[src/rtl/drm_pkg.sv]
// Package for the dirty rectangle merge tracker.
// Sizes, item and entry structs, and sequencer states. No dependencies.
package drm_pkg;

	localparam int MAX_REGIONS = 8;
	localparam int COORD_BITS  = 16;
	localparam int DEPTH       = MAX_REGIONS + 1;
	localparam int IDX_W       = $clog2(DEPTH);
	localparam int CNT_W       = $clog2(DEPTH + 1);
	localparam int AREA_W      = 2 * COORD_BITS;
	localparam int COST_W      = AREA_W + 2;

	localparam logic KIND_ADD   = 1'b0;
	localparam logic KIND_FLUSH = 1'b1;

	typedef struct packed {
		logic signed [COORD_BITS-1:0] left;
		logic signed [COORD_BITS-1:0] top;
		logic signed [COORD_BITS-1:0] right;
		logic signed [COORD_BITS-1:0] bottom;
	} box_t;

	typedef struct packed {
		box_t              box;
		logic [AREA_W-1:0] area;
	} entry_t;

	localparam int ENTRY_W = $bits(entry_t);

	typedef struct packed {
		logic                         kind;
		logic signed [COORD_BITS-1:0] left;
		logic signed [COORD_BITS-1:0] top;
		logic signed [COORD_BITS-1:0] right;
		logic signed [COORD_BITS-1:0] bottom;
	} cmd_t;

	typedef struct packed {
		logic signed [COORD_BITS-1:0] out_left;
		logic signed [COORD_BITS-1:0] out_top;
		logic signed [COORD_BITS-1:0] out_right;
		logic signed [COORD_BITS-1:0] out_bottom;
		logic                         valid_res;
		logic                         last;
	} res_t;

	typedef enum logic [4:0] {
		ST_IDLE,
		ST_ADD_U,
		ST_ADD_M,
		ST_ADD_WR,
		ST_PS,
		ST_PR_RD,
		ST_PR_U,
		ST_PR_M,
		ST_PR_C,
		ST_PE,
		ST_MG_RD,
		ST_MG_U,
		ST_MG_M,
		ST_MG_WR,
		ST_SH_RD,
		ST_SH_WR,
		ST_DEC,
		ST_EM_RD,
		ST_EM_LD,
		ST_EM_EMPTY
	} state_t;

endpackage

[src/rtl/dirty_rect_merge_tracker.sv]
// Dirty rectangle merge tracker: list store, pair scan sequencer, output register.
// An add computes the new box's area in the shared union/multiply unit and appends it, then
// scans every pair in the list and merges the chosen pair, shifting later entries down; a
// flush repeats passes, then emits one item per entry, holding each while the output stalls.
// Each pair passes through the RAM read, the shared union/multiply unit and the compare.
// Reset clears the entry count, sequencer and output valid; the store is not cleared.
module dirty_rect_merge_tracker (
	input  logic          clk,
	input  logic          arst_n,
	input  logic          cmd_valid,
	output logic          cmd_stall,
	input  drm_pkg::cmd_t cmd,
	output logic          res_valid,
	input  logic          res_stall,
	output drm_pkg::res_t res
);
	import drm_pkg::*;

	state_t                   state_q, state_d;
	cmd_t                     cmd_q;
	logic                     flush_q, forced_q, found_q;
	logic [CNT_W-1:0]         cnt_q;
	logic [IDX_W-1:0]         i_q, j_q, bi_q, bj_q;
	logic signed [COST_W-1:0] best_q;
	logic                     res_valid_q;
	res_t                     res_q;

	box_t                     new_box;
	box_t                     ua, ub;
	logic [AREA_W-1:0]        ua_area, ub_area;
	box_t                     u_box;
	logic [AREA_W-1:0]        u_area;
	logic signed [COST_W-1:0] cost;
	entry_t                   rd0, rd1, wdata;
	logic                     we;
	logic [IDX_W-1:0]         waddr;
	logic                     accept, nonempty, out_free, last_pair, pick, em_last;
	logic                     res_load;
	logic [CNT_W-1:0]         i_x, j_x;

	assign new_box  = '{cmd_q.left, cmd_q.top, cmd_q.right, cmd_q.bottom};
	assign accept   = cmd_valid && !cmd_stall;
	assign nonempty = (cmd.left < cmd.right) && (cmd.top < cmd.bottom);
	assign out_free = !res_valid_q || !res_stall;
	assign res_load = out_free && ((state_q == ST_EM_LD) || (state_q == ST_EM_EMPTY));
	assign i_x      = CNT_W'(i_q);
	assign j_x      = CNT_W'(j_q);
	assign last_pair = (i_x + CNT_W'(2) == cnt_q) && (j_x + CNT_W'(1) == cnt_q);
	assign pick     = (forced_q && !found_q) || (cost < best_q);
	assign em_last  = (i_x + CNT_W'(1) == cnt_q);
	assign cmd_stall = (state_q != ST_IDLE);
	assign res_valid = res_valid_q;
	assign res       = res_q;

	drm_ram #(.WIDTH(ENTRY_W), .DEPTH(DEPTH)) u_ram (
		.clk    (clk),
		.we     (we),
		.waddr  (waddr),
		.wdata  (wdata),
		.raddr0 (i_q),
		.raddr1 (j_q),
		.rdata0 (rd0),
		.rdata1 (rd1)
	);

	drm_unit u_unit (
		.clk    (clk),
		.a      (ua),
		.b      (ub),
		.area_a (ua_area),
		.area_b (ub_area),
		.u_box  (u_box),
		.u_area (u_area),
		.cost   (cost)
	);

	always_comb begin
		state_d = state_q;
		unique case (state_q)
			ST_IDLE: begin
				if (accept) begin
					if (cmd.kind == KIND_FLUSH) begin
						state_d = ST_PS;
					end else if (nonempty) begin
						state_d = ST_ADD_U;
					end
				end
			end
			ST_ADD_U:  state_d = ST_ADD_M;
			ST_ADD_M:  state_d = ST_ADD_WR;
			ST_ADD_WR: state_d = ST_PS;
			ST_PS: begin
				if (cnt_q > CNT_W'(1)) begin
					state_d = ST_PR_RD;
				end else if (flush_q) begin
					state_d = (cnt_q == '0) ? ST_EM_EMPTY : ST_EM_RD;
				end else begin
					state_d = ST_IDLE;
				end
			end
			ST_PR_RD: state_d = ST_PR_U;
			ST_PR_U:  state_d = ST_PR_M;
			ST_PR_M:  state_d = ST_PR_C;
			ST_PR_C:  state_d = last_pair ? ST_PE : ST_PR_RD;
			ST_PE: begin
				if (found_q) begin
					state_d = ST_MG_RD;
				end else if (flush_q) begin
					state_d = ST_EM_RD;
				end else begin
					state_d = ST_IDLE;
				end
			end
			ST_MG_RD: state_d = ST_MG_U;
			ST_MG_U:  state_d = ST_MG_M;
			ST_MG_M:  state_d = ST_MG_WR;
			ST_MG_WR: state_d = (j_x + CNT_W'(1) < cnt_q) ? ST_SH_RD : ST_DEC;
			ST_SH_RD: state_d = ST_SH_WR;
			ST_SH_WR: state_d = (j_x + CNT_W'(1) < cnt_q) ? ST_SH_RD : ST_DEC;
			ST_DEC:   state_d = flush_q ? ST_PS : ST_IDLE;
			ST_EM_RD: state_d = ST_EM_LD;
			ST_EM_LD: begin
				if (out_free) begin
					state_d = em_last ? ST_IDLE : ST_EM_RD;
				end
			end
			ST_EM_EMPTY: begin
				if (out_free) begin
					state_d = ST_IDLE;
				end
			end
			default: state_d = ST_IDLE;
		endcase
	end

	always_comb begin
		ua      = rd0.box;
		ub      = rd1.box;
		ua_area = rd0.area;
		ub_area = rd1.area;
		we      = 1'b0;
		waddr   = i_q;
		wdata   = rd1;
		unique case (state_q)
			ST_ADD_U: begin
				ua = new_box;
				ub = new_box;
			end
			ST_ADD_WR: begin
				we    = 1'b1;
				waddr = cnt_q[IDX_W-1:0];
				wdata = '{new_box, u_area};
			end
			ST_MG_WR: begin
				we    = 1'b1;
				waddr = i_q;
				wdata = '{u_box, u_area};
			end
			ST_SH_WR: begin
				we    = 1'b1;
				waddr = j_q - IDX_W'(1);
				wdata = rd1;
			end
			default: begin
			end
		endcase
	end

	always_ff @(posedge clk or negedge arst_n) begin
		if (!arst_n) begin
			state_q     <= ST_IDLE;
			cnt_q       <= '0;
			flush_q     <= 1'b0;
			forced_q    <= 1'b0;
			found_q     <= 1'b0;
			i_q         <= '0;
			j_q         <= '0;
			bi_q        <= '0;
			bj_q        <= '0;
			res_valid_q <= 1'b0;
		end else begin
			state_q     <= state_d;
			res_valid_q <= res_load || (res_valid_q && res_stall);
			unique case (state_q)
				ST_IDLE: begin
					if (accept) begin
						flush_q  <= (cmd.kind == KIND_FLUSH);
						forced_q <= 1'b0;
					end
				end
				ST_ADD_WR: begin
					cnt_q    <= cnt_q + CNT_W'(1);
					forced_q <= (cnt_q + CNT_W'(1) == CNT_W'(DEPTH));
				end
				ST_PS: begin
					i_q     <= '0;
					j_q     <= IDX_W'(1);
					found_q <= 1'b0;
				end
				ST_PR_C: begin
					if (pick) begin
						found_q <= 1'b1;
						bi_q    <= i_q;
						bj_q    <= j_q;
					end
					if (j_x + CNT_W'(1) == cnt_q) begin
						i_q <= i_q + IDX_W'(1);
						j_q <= i_q + IDX_W'(2);
					end else begin
						j_q <= j_q + IDX_W'(1);
					end
				end
				ST_PE: begin
					if (found_q) begin
						i_q <= bi_q;
						j_q <= bj_q;
					end else begin
						i_q <= '0;
					end
				end
				ST_MG_WR: j_q <= j_q + IDX_W'(1);
				ST_SH_WR: j_q <= j_q + IDX_W'(1);
				ST_DEC: begin
					cnt_q    <= cnt_q - CNT_W'(1);
					forced_q <= 1'b0;
				end
				ST_EM_LD: begin
					if (out_free) begin
						i_q <= i_q + IDX_W'(1);
						if (em_last) begin
							cnt_q <= '0;
						end
					end
				end
				ST_EM_EMPTY: begin
					if (out_free) begin
						cnt_q <= '0;
					end
				end
				default: begin
				end
			endcase
		end
	end

	always_ff @(posedge clk) begin
		if (state_q == ST_IDLE && accept) begin
			cmd_q <= cmd;
		end
		if (state_q == ST_PS) begin
			best_q <= '0;
		end else if (state_q == ST_PR_C && pick) begin
			best_q <= cost;
		end
		if (state_q == ST_EM_LD && out_free) begin
			res_q <= '{rd0.box.left, rd0.box.top, rd0.box.right, rd0.box.bottom,
				1'b1, em_last};
		end else if (state_q == ST_EM_EMPTY && out_free) begin
			res_q <= '{'0, '0, '0, '0, 1'b0, 1'b1};
		end
	end

`ifndef SYNTHESIS
	a_cnt_range: assert property (@(posedge clk) disable iff (!arst_n)
		cnt_q <= CNT_W'(DEPTH))
		else $error("entry count beyond store depth");
	a_idle_room: assert property (@(posedge clk) disable iff (!arst_n)
		(state_q == ST_IDLE) |-> (cnt_q <= CNT_W'(MAX_REGIONS)))
		else $error("list left full after add");
	a_pair_order: assert property (@(posedge clk) disable iff (!arst_n)
		(state_q == ST_PR_RD) |-> (i_q < j_q) && (j_x < cnt_q))
		else $error("pair scan index out of order");
	a_res_hold: assert property (@(posedge clk) disable iff (!arst_n)
		(res_valid && res_stall) |=> (res_valid && $stable(res)))
		else $error("stalled result item changed");
`endif

endmodule

[src/rtl/drm_ram.sv]
// Generic RAM: one write port, two read ports with registered read data.
// No dependencies.
module drm_ram #(
	parameter int WIDTH = 8,
	parameter int DEPTH = 4
) (
	input  logic                     clk,
	input  logic                     we,
	input  logic [$clog2(DEPTH)-1:0] waddr,
	input  logic [WIDTH-1:0]         wdata,
	input  logic [$clog2(DEPTH)-1:0] raddr0,
	input  logic [$clog2(DEPTH)-1:0] raddr1,
	output logic [WIDTH-1:0]         rdata0,
	output logic [WIDTH-1:0]         rdata1
);

	logic [WIDTH-1:0] mem_q [DEPTH];

	always_ff @(posedge clk) begin
		if (we) begin
			mem_q[waddr] <= wdata;
		end
		rdata0 <= mem_q[raddr0];
		rdata1 <= mem_q[raddr1];
	end

endmodule

[src/rtl/drm_unit.sv]
// Shared two-stage box unit: union box, union area and merge cost.
// Depends on drm_pkg.
module drm_unit (
	input  logic                              clk,
	input  drm_pkg::box_t                     a,
	input  drm_pkg::box_t                     b,
	input  logic [drm_pkg::AREA_W-1:0]        area_a,
	input  logic [drm_pkg::AREA_W-1:0]        area_b,
	output drm_pkg::box_t                     u_box,
	output logic [drm_pkg::AREA_W-1:0]        u_area,
	output logic signed [drm_pkg::COST_W-1:0] cost
);
	import drm_pkg::*;

	box_t                     u_c;
	logic signed [COORD_BITS:0] dw_c;
	logic signed [COORD_BITS:0] dh_c;
	box_t                     u_s1;
	logic [COORD_BITS-1:0]    w_s1;
	logic [COORD_BITS-1:0]    h_s1;
	logic [COST_W-1:0]        asum_s1;
	logic [AREA_W-1:0]        prod_c;

	always_comb begin
		u_c.left   = (a.left < b.left) ? a.left : b.left;
		u_c.top    = (a.top < b.top) ? a.top : b.top;
		u_c.right  = (a.right > b.right) ? a.right : b.right;
		u_c.bottom = (a.bottom > b.bottom) ? a.bottom : b.bottom;
		dw_c = {u_c.right[COORD_BITS-1], u_c.right} - {u_c.left[COORD_BITS-1], u_c.left};
		dh_c = {u_c.bottom[COORD_BITS-1], u_c.bottom} - {u_c.top[COORD_BITS-1], u_c.top};
	end

	assign prod_c = w_s1 * h_s1;

	always_ff @(posedge clk) begin
		u_s1    <= u_c;
		w_s1    <= dw_c[COORD_BITS-1:0];
		h_s1    <= dh_c[COORD_BITS-1:0];
		asum_s1 <= {2'b00, area_a} + {2'b00, area_b};
		u_box   <= u_s1;
		u_area  <= prod_c;
		cost    <= $signed({2'b00, prod_c}) - $signed(asum_s1);
	end

endmodule
[config.mk]
export PLATFORM = sky130hd
export DESIGN_NAME = dirty_rect_merge_tracker
export DESIGN_NICKNAME = d
export VERILOG_FILES = /design/src/rtl/drm_pkg.sv /design/src/rtl/dirty_rect_merge_tracker.sv /design/src/rtl/drm_ram.sv /design/src/rtl/drm_unit.sv
export SDC_FILE = /design/constraint.sdc
export NUM_CORES = 2
export LEC_CHECK = 0
export ABC_AREA = 1
export BUFFER_PORTS_ARGS = -buffer_cell sky130_fd_sc_hd__buf_2
export CAP_MARGIN = 25
export CORE_AREA = 2 2 374 524
export DETAILED_ROUTE_END_ITERATION = 16
export DIE_AREA = 0 0 376 526
export GPL_ROUTABILITY_DRIVEN = 0
export HOLD_SLACK_MARGIN = 0.12
export SYNTH_ARGS = -nofsm -noshare
export SYNTH_HDL_FRONTEND = slang
export SYNTH_SLANG_ARGS = --single-unit
[constraint.sdc]
create_clock -name clk -period 9.6 [get_ports clk]
set_input_delay 0.48 -clock clk [delete_from_list [all_inputs] [get_ports clk]]
set_output_delay 0.48 -clock clk [all_outputs]
set_load 0.05 [all_outputs]
---- Yosys cells after proc, flatten, opt, wreduce, memory -nomap -nowiden ----
Memory sizes are Yosys's and may differ from the RTL's. A register that Yosys moved wholly into a read port is not among the register bits.
Cells that the tools add are included.
word-level totals
  bits in registers ....................... 453
  latch bits .............................. 0
  memory bits (writable) .................. 864
  memory bits (read-only) ................. 0
  input port bits ......................... 69
  output and inout bits ................... 68
  logic and storage cells ................. 166
  memories ................................ 1
cells by class
  $add $sub $neg .......................... 10
  $mul .................................... 1
  divide/modulo/power cells ............... 0
  $lt $le $gt $ge ......................... 9
  equality and inequality tests ........... 31
  shift-type cells ........................ 0
  mux-type cells .......................... 43
  bitwise operators ....................... 0
  reductions and logical operators ........ 37
memories
  name         words  width  rd ports  clocked after memory_dff  wr ports  line           source
  u_ram.mem_q  9      96     2         2                         1         drm_ram.sv:17  logic [WIDTH-1:0] mem_q [DEPTH];
operator list
  operator                                                               number
  96-bit case mux with 2 select lines                                    1
  66-bit 2-to-1 mux                                                      2
  64-bit 2-to-1 mux                                                      2
  5-bit case mux with 19 select lines                                    1
  16-bit < comparator                                                    4
  16-bit 2-to-1 mux                                                      4
  5-bit 2-to-1 mux                                                       11
  4-bit case mux with 4 select lines                                     3
  5-bit by 4-bit equality test with 1-bit output, second input constant  8
  4-bit 2-to-1 mux                                                       9
  34-bit < comparator                                                    1
  33-bit by 34-bit subtractor with 34-bit output                         1
  32-bit by 32-bit adder with 33-bit output                              1
  16-bit > comparator                                                    2
  16-bit by 16-bit multiplier with 32-bit output                         1
  16-bit subtractor                                                      2
  5-bit by 3-bit equality test with 1-bit output, second input constant  4
  5-bit equality test, second input constant                             4
  2-bit inequality test, second input constant                           7
  4-bit by 1-bit adder with 4-bit output, second input constant          3
  4-bit equality test                                                    3
  4-bit nonzero test                                                     3
  5-bit by 2-bit equality test with 1-bit output, second input constant  2
  1-bit logical AND                                                      10
  25 further kinds                                                       42

---- Longest topological paths before layout ----
  depth after elaboration ................. 6
  mapped depth ............................ 39
  gate-level depth less buffers ........... 34

---- Cells and area by module ----
Synthesis repeated with hierarchy kept, for this count alone.
unflattened totals
  cell total of the unflattened synthesis .. 9953
  area, all modules ....................... 83357.4 µm²
by module, submodules not included
  module                    times used  cells an instance  area each (µm²)  sequential area each (µm²)
  drm_ram                   1           5453               48863.1          29788.6
  drm_unit                  1           2805               21926.0          5185.0
  dirty_rect_merge_tracker  1           1695               12568.3          5300.1

---- Worst setup path before layout ----
No wires, ideal clock.
  kind .................................... register -> register
  start point ............................. reg j_q[0]
  end point ............................... mem u_ram.mem_q[8][0] (netlist bit), enable pin
  setup time .............................. 668 ps
  data arrival time ....................... 8245 ps
  path slack .............................. 687 ps
  stages on the path, launching flop included .. 12
  period minus slack after synthesis ...... 8913 ps
  cell sequence ........................... dfrtp_1 > buf_2 > inv_1 > clkbuf_1 > clkbuf_1 > ha_1 > xor2_1 > nand2_1 > o21ai_0 > a21oi_1 > inv_1 > nor3_1
between the ends
  cells in the longest elaborated chain, start to end .. 2
ends and longest elaborated chain
  element                                      line                             source
  start: declaration                           dirty_rect_merge_tracker.sv:23   logic [IDX_W-1:0] i_q, j_q, bi_q, bj_q;
  start signal: assignment                     dirty_rect_merge_tracker.sv:208  j_q <= i_q + IDX_W'(2);
  start signal: assignment                     dirty_rect_merge_tracker.sv:210  j_q <= j_q + IDX_W'(1);
  start signal: assignment                     dirty_rect_merge_tracker.sv:216  j_q <= bj_q;
  4-bit by 1-bit subtractor with 4-bit output  dirty_rect_merge_tracker.sv:161  waddr = j_q - IDX_W'(1);
  4-bit case mux with 2 select lines           dirty_rect_merge_tracker.sv:144  unique case (state_q)
  end: declaration                             drm_ram.sv:17
Every way passes these cells.

---- Worst setup path after layout ----
  start point ............................. reg u_unit.h_s1[13]
  end point ............................... reg u_unit.cost[33] (netlist bit)
between the ends
  cells in the longest elaborated chain, start to end .. 2
ends and longest elaborated chain
  element                                         line            source
  start: declaration                              drm_unit.sv:20  logic [COORD_BITS-1:0] h_s1;
  start signal: assignment                        drm_unit.sv:38  h_s1 <= dh_c[COORD_BITS-1:0];
  16-bit by 16-bit multiplier with 32-bit output  drm_unit.sv:33  assign prod_c = w_s1 * h_s1;
  named net u_unit.prod_c[22]                     drm_unit.sv:22  logic [AREA_W-1:0] prod_c;
  33-bit by 34-bit subtractor with 34-bit output  drm_unit.sv:42  cost <= $signed({2'b00, prod_c}) - $signed(asum_s1);
  end signal: assignment                          drm_unit.sv:42
  end: declaration                                drm_unit.sv:11  output logic signed [drm_pkg::COST_W-1:0] cost
The timed path passes the listed nets, and every way through them passes these cells.
A chain may end at the register's enable or synchronous reset.

==> PnR_summary.wiki <==
{| class="wikitable"
! Metric !! Value
|-
| Run status || finished clean
|-
| Critical path buffers and inverters || 4
|-
| Top cells by area, synth || edfxtp_1, dfxtp_1, o21ai_0
|-
| Violation count after the first detailed-route iteration || 6,489
|-
| Biggest cell delay along the critical path || 0.99 ns
|-
| Data required, critical path || 10.29 ns
|-
| Total length of routed wires || 250,500 um
|-
| Final-report hold violation count || 0
|-
| Number of standard-cell rows in the floorplan || around 190
|-
| Min setup slack post-route || 2.072 ns
|-
| Largest area contributor in the netlist || edfxtp_1
|-
| Max-slew violation count || 0
|-
| Highest fanout seen on the critical path || 16
|-
| Setup repair after global routing missed its margin || no
|-
| Setup_tns || 0 ns
|-
| Pre-CTS worst setup slack || 2.184 ns
|-
| Worst Path Arrival || 8.21 ns
|-
| Setup repair bufs after CTS || 0
|-
| Setup clock skew after layout || between 0.03 and 0.04 ns
|-
| Area added between synthesis and finish || 11.04%
|-
| Post-route minimum period || about 7.5 ns
|-
| Syn Nets || approximately 9,000
|-
| Slowest cell on the critical path || dfxtp_1
|-
| Clock sink total || 1,508
|-
| TritonCTS Buffers || 148
|-
| Layout net count || 8,784
|-
| Clock edge transition at the registers on the reported setup and hold paths || ~0.07 ns
|-
| Number of warnings reported in the yosys synthesis log || 0
|-
| Die ar. || 197,800 sq um
|-
| Post-synthesis sequential area ratio || between 50% and 60%
|-
| Total of flip-flops plus latches after synthesis || 1,508
|-
| IO Port Bufs || 136
|-
| Via density per instance || 5.729
|-
| Top_reg_cell synth || edfxtp_1
|-
| Number of DRC violations after detailed routing || 0
|-
| FF+latch area || roughly 40,000 sq um
|-
| Initial Utilization || 39.77%
|-
| Count of flip-flops with a built-in enable after synthesis || 993
|-
| Overall fraction of global-route tracks in use || between 20% and 30%
|-
| Via count || 61,977
|-
| TritonCTS clock tree || built
|-
| Number of H-tree levels || 4
|-
| Post-DRT Antenna Nets || 0
|-
| Via count of the first global-routing pass || roughly 61,000
|-
| Core occupancy in the finished layout || 44.17%
|-
| Number of antenna violations at the first check in global routing || 12
|-
| Maximum capacitance violations || 0
|-
| Ys async rst share || 1.923%
|-
| Multi-input gate area in the final layout || 31,470 sq um
|-
| Commonest non-fill, non-tap cells in the layout || nand2_1, o21ai_0, nor2_1
|-
| Actual slew at the worst max-slew pin || 1.143 ns
|-
| Kind of end point of the critical path || register
|-
| Type of the worst min-delay path || primary input to async pin
|-
| Most common library cell in the layout ignoring fill and taps || nand2_1
|-
| Most Frequent Cell on Critical Path || fa_1
|-
| Root buf cell || clkbuf_16
|-
| Critical Path Start Type || register
|-
| Hold slack || 0.3070 ns
|-
| Unique cell type count in the Yosys netlist || 51
|-
| Clock latency on the worst-skew pair || 0.81 ns
|-
| Final setup viols || 0
|-
| Avg Cell Area, Syn || 9.311 sq um
|-
| Area fraction of the dominant cell type after synthesis || about two fifths
|-
| Share of post-route cells with drive strength above 1 || 6.200%
|-
| Start-to-end type of the worst setup path || register to register
|-
| Die Span X || around 380 um
|-
| First-pass GRT wire length || 372,100 um
|-
| Wire length per cell || 23.16 um
|-
| Kind of cell adding the most delay to the critical path || adder cells
|-
| Pin count of the biggest net entering global routing || 212
|-
| Number of iterations in the first detailed-routing pass || 6
|-
| Count of fill cells added during filler insertion || ~18,000
|-
| Largest buffer count on any clock path || 3
|-
| Fin crit share || around four fifths
|-
| Post-synthesis cell count || 8,249
|-
| Fmax || about 130 MHz
|-
| Mapped Area || 76,800 sq um
|-
| Ports || approximately 140
|-
| Vert. Die Dim || 526 um
|-
| Total congestion overflow || 0
|-
| Core Footprint || 193,100 sq um
|-
| Worst max-slew margin expressed relative to the limit || 23.77%
|-
| DP HPWL || 155,400 um
|}
synthesized netlist by cell type, drive strengths merged, types with 23 or more instances:
cell / count
a21oi: 373
inv: 864
fa: 198
buf: 63
o311ai: 23
nand3: 137
nor3: 51
o211ai: 73
o221ai: 75
xnor2: 46
edfxtp: 993
nor2: 1137
o21ai: 1195
dfrtp: 29
a31oi: 37
a311oi: 23
dfxtp: 486
o22ai: 270
ha: 335
xor2: 81
clkbuf: 428
nand2: 1224
per-stage QoR:
step / cells / cell area, sq um
after CTS: 10813 / 85190
after detailed placement: 10470 / 79490
final: 10818 / 85280
after global placement: 10469 / 79460
after global routing: 10817 / 85280
after floorplan: 8249 / 76800
kinds of logic after synthesis:
group                    count (synthesis)  synth area share, %
XOR/XNOR                               127                1.448
AO/OA/AOI/OAI                         2132                15.52
AND/OR/NAND/NOR                       2593                13.24
buffers and inverters                 1356                6.736
flip-flops                            1508                52.44
adder cells (fa/ha/maj)                533                10.62
state kept, by name (all words and copies together), names as in the netlist, 64 cells and up:
name          count
cmd_q            64
u_ram.rdata0     96
u_unit.u_s1      64
u_ram.rdata1     96
res              66
u_ram.mem_q     864
u_unit.u_box     64
per-layer routing:
| layer | part of all wire, % | up-vias | wire [um] | global-route usage (%) |
|---|---|---|---|---|
| met2 | 48 | 3250 | 121000 | 42.15 |
| met1 | 38 | 30052 | 94260 | 30.24 |
| met4 | 5.7 | 2 | 14190 | 13.27 |
| li1 | - | 27934 | - | - |
| met5 | 0.0040 | - | 10 | 0 |
| met3 | 8.4 | 739 | 21050 | 3.596 |
worst paths after layout:
check                                        startpoint                        to  slack [ns]  depth (start not counted)
worst max-delay path            u_unit.h_s1[13]$_DFF_P_   u_unit.cost[33]$_DFF_P_        2.07                         27
max in group asynchronous                        arst_n        j_q[0]$_DFFE_PN0P_        8.65                          2
worst max register to register  u_unit.h_s1[13]$_DFF_P_   u_unit.cost[33]$_DFF_P_        2.07                         27
worst min register to register  u_unit.u_s1[33]$_DFF_P_  u_unit.u_box[33]$_DFF_P_        0.31                          0
worst min-delay path                             arst_n       res_valid$_DFF_PN0_        0.31                          2
min in group clk                u_unit.u_s1[33]$_DFF_P_  u_unit.u_box[33]$_DFF_P_        0.31                          0
cell type report:
cell class / count / area share, %
clock buffers: 200 / 4.777
clock inverters: 75 / 1.112
inverters: 865 / 3.854
multi-input cells: 5385 / 36.90
well taps: 2509 / 3.681
repair buffers: 274 / 2.409
diodes: 2 / 0.005869
flip-flops and latches: 1508 / 47.26
repair_timing:
item,CTS,global route
hold buffers,68,0
gates resized for setup,0,0
hold endpoints to repair,97,0
Power is left out: the tool's default activity adds up to more than one toggle a clock period on the data nets, which glitch-free logic cannot reach.
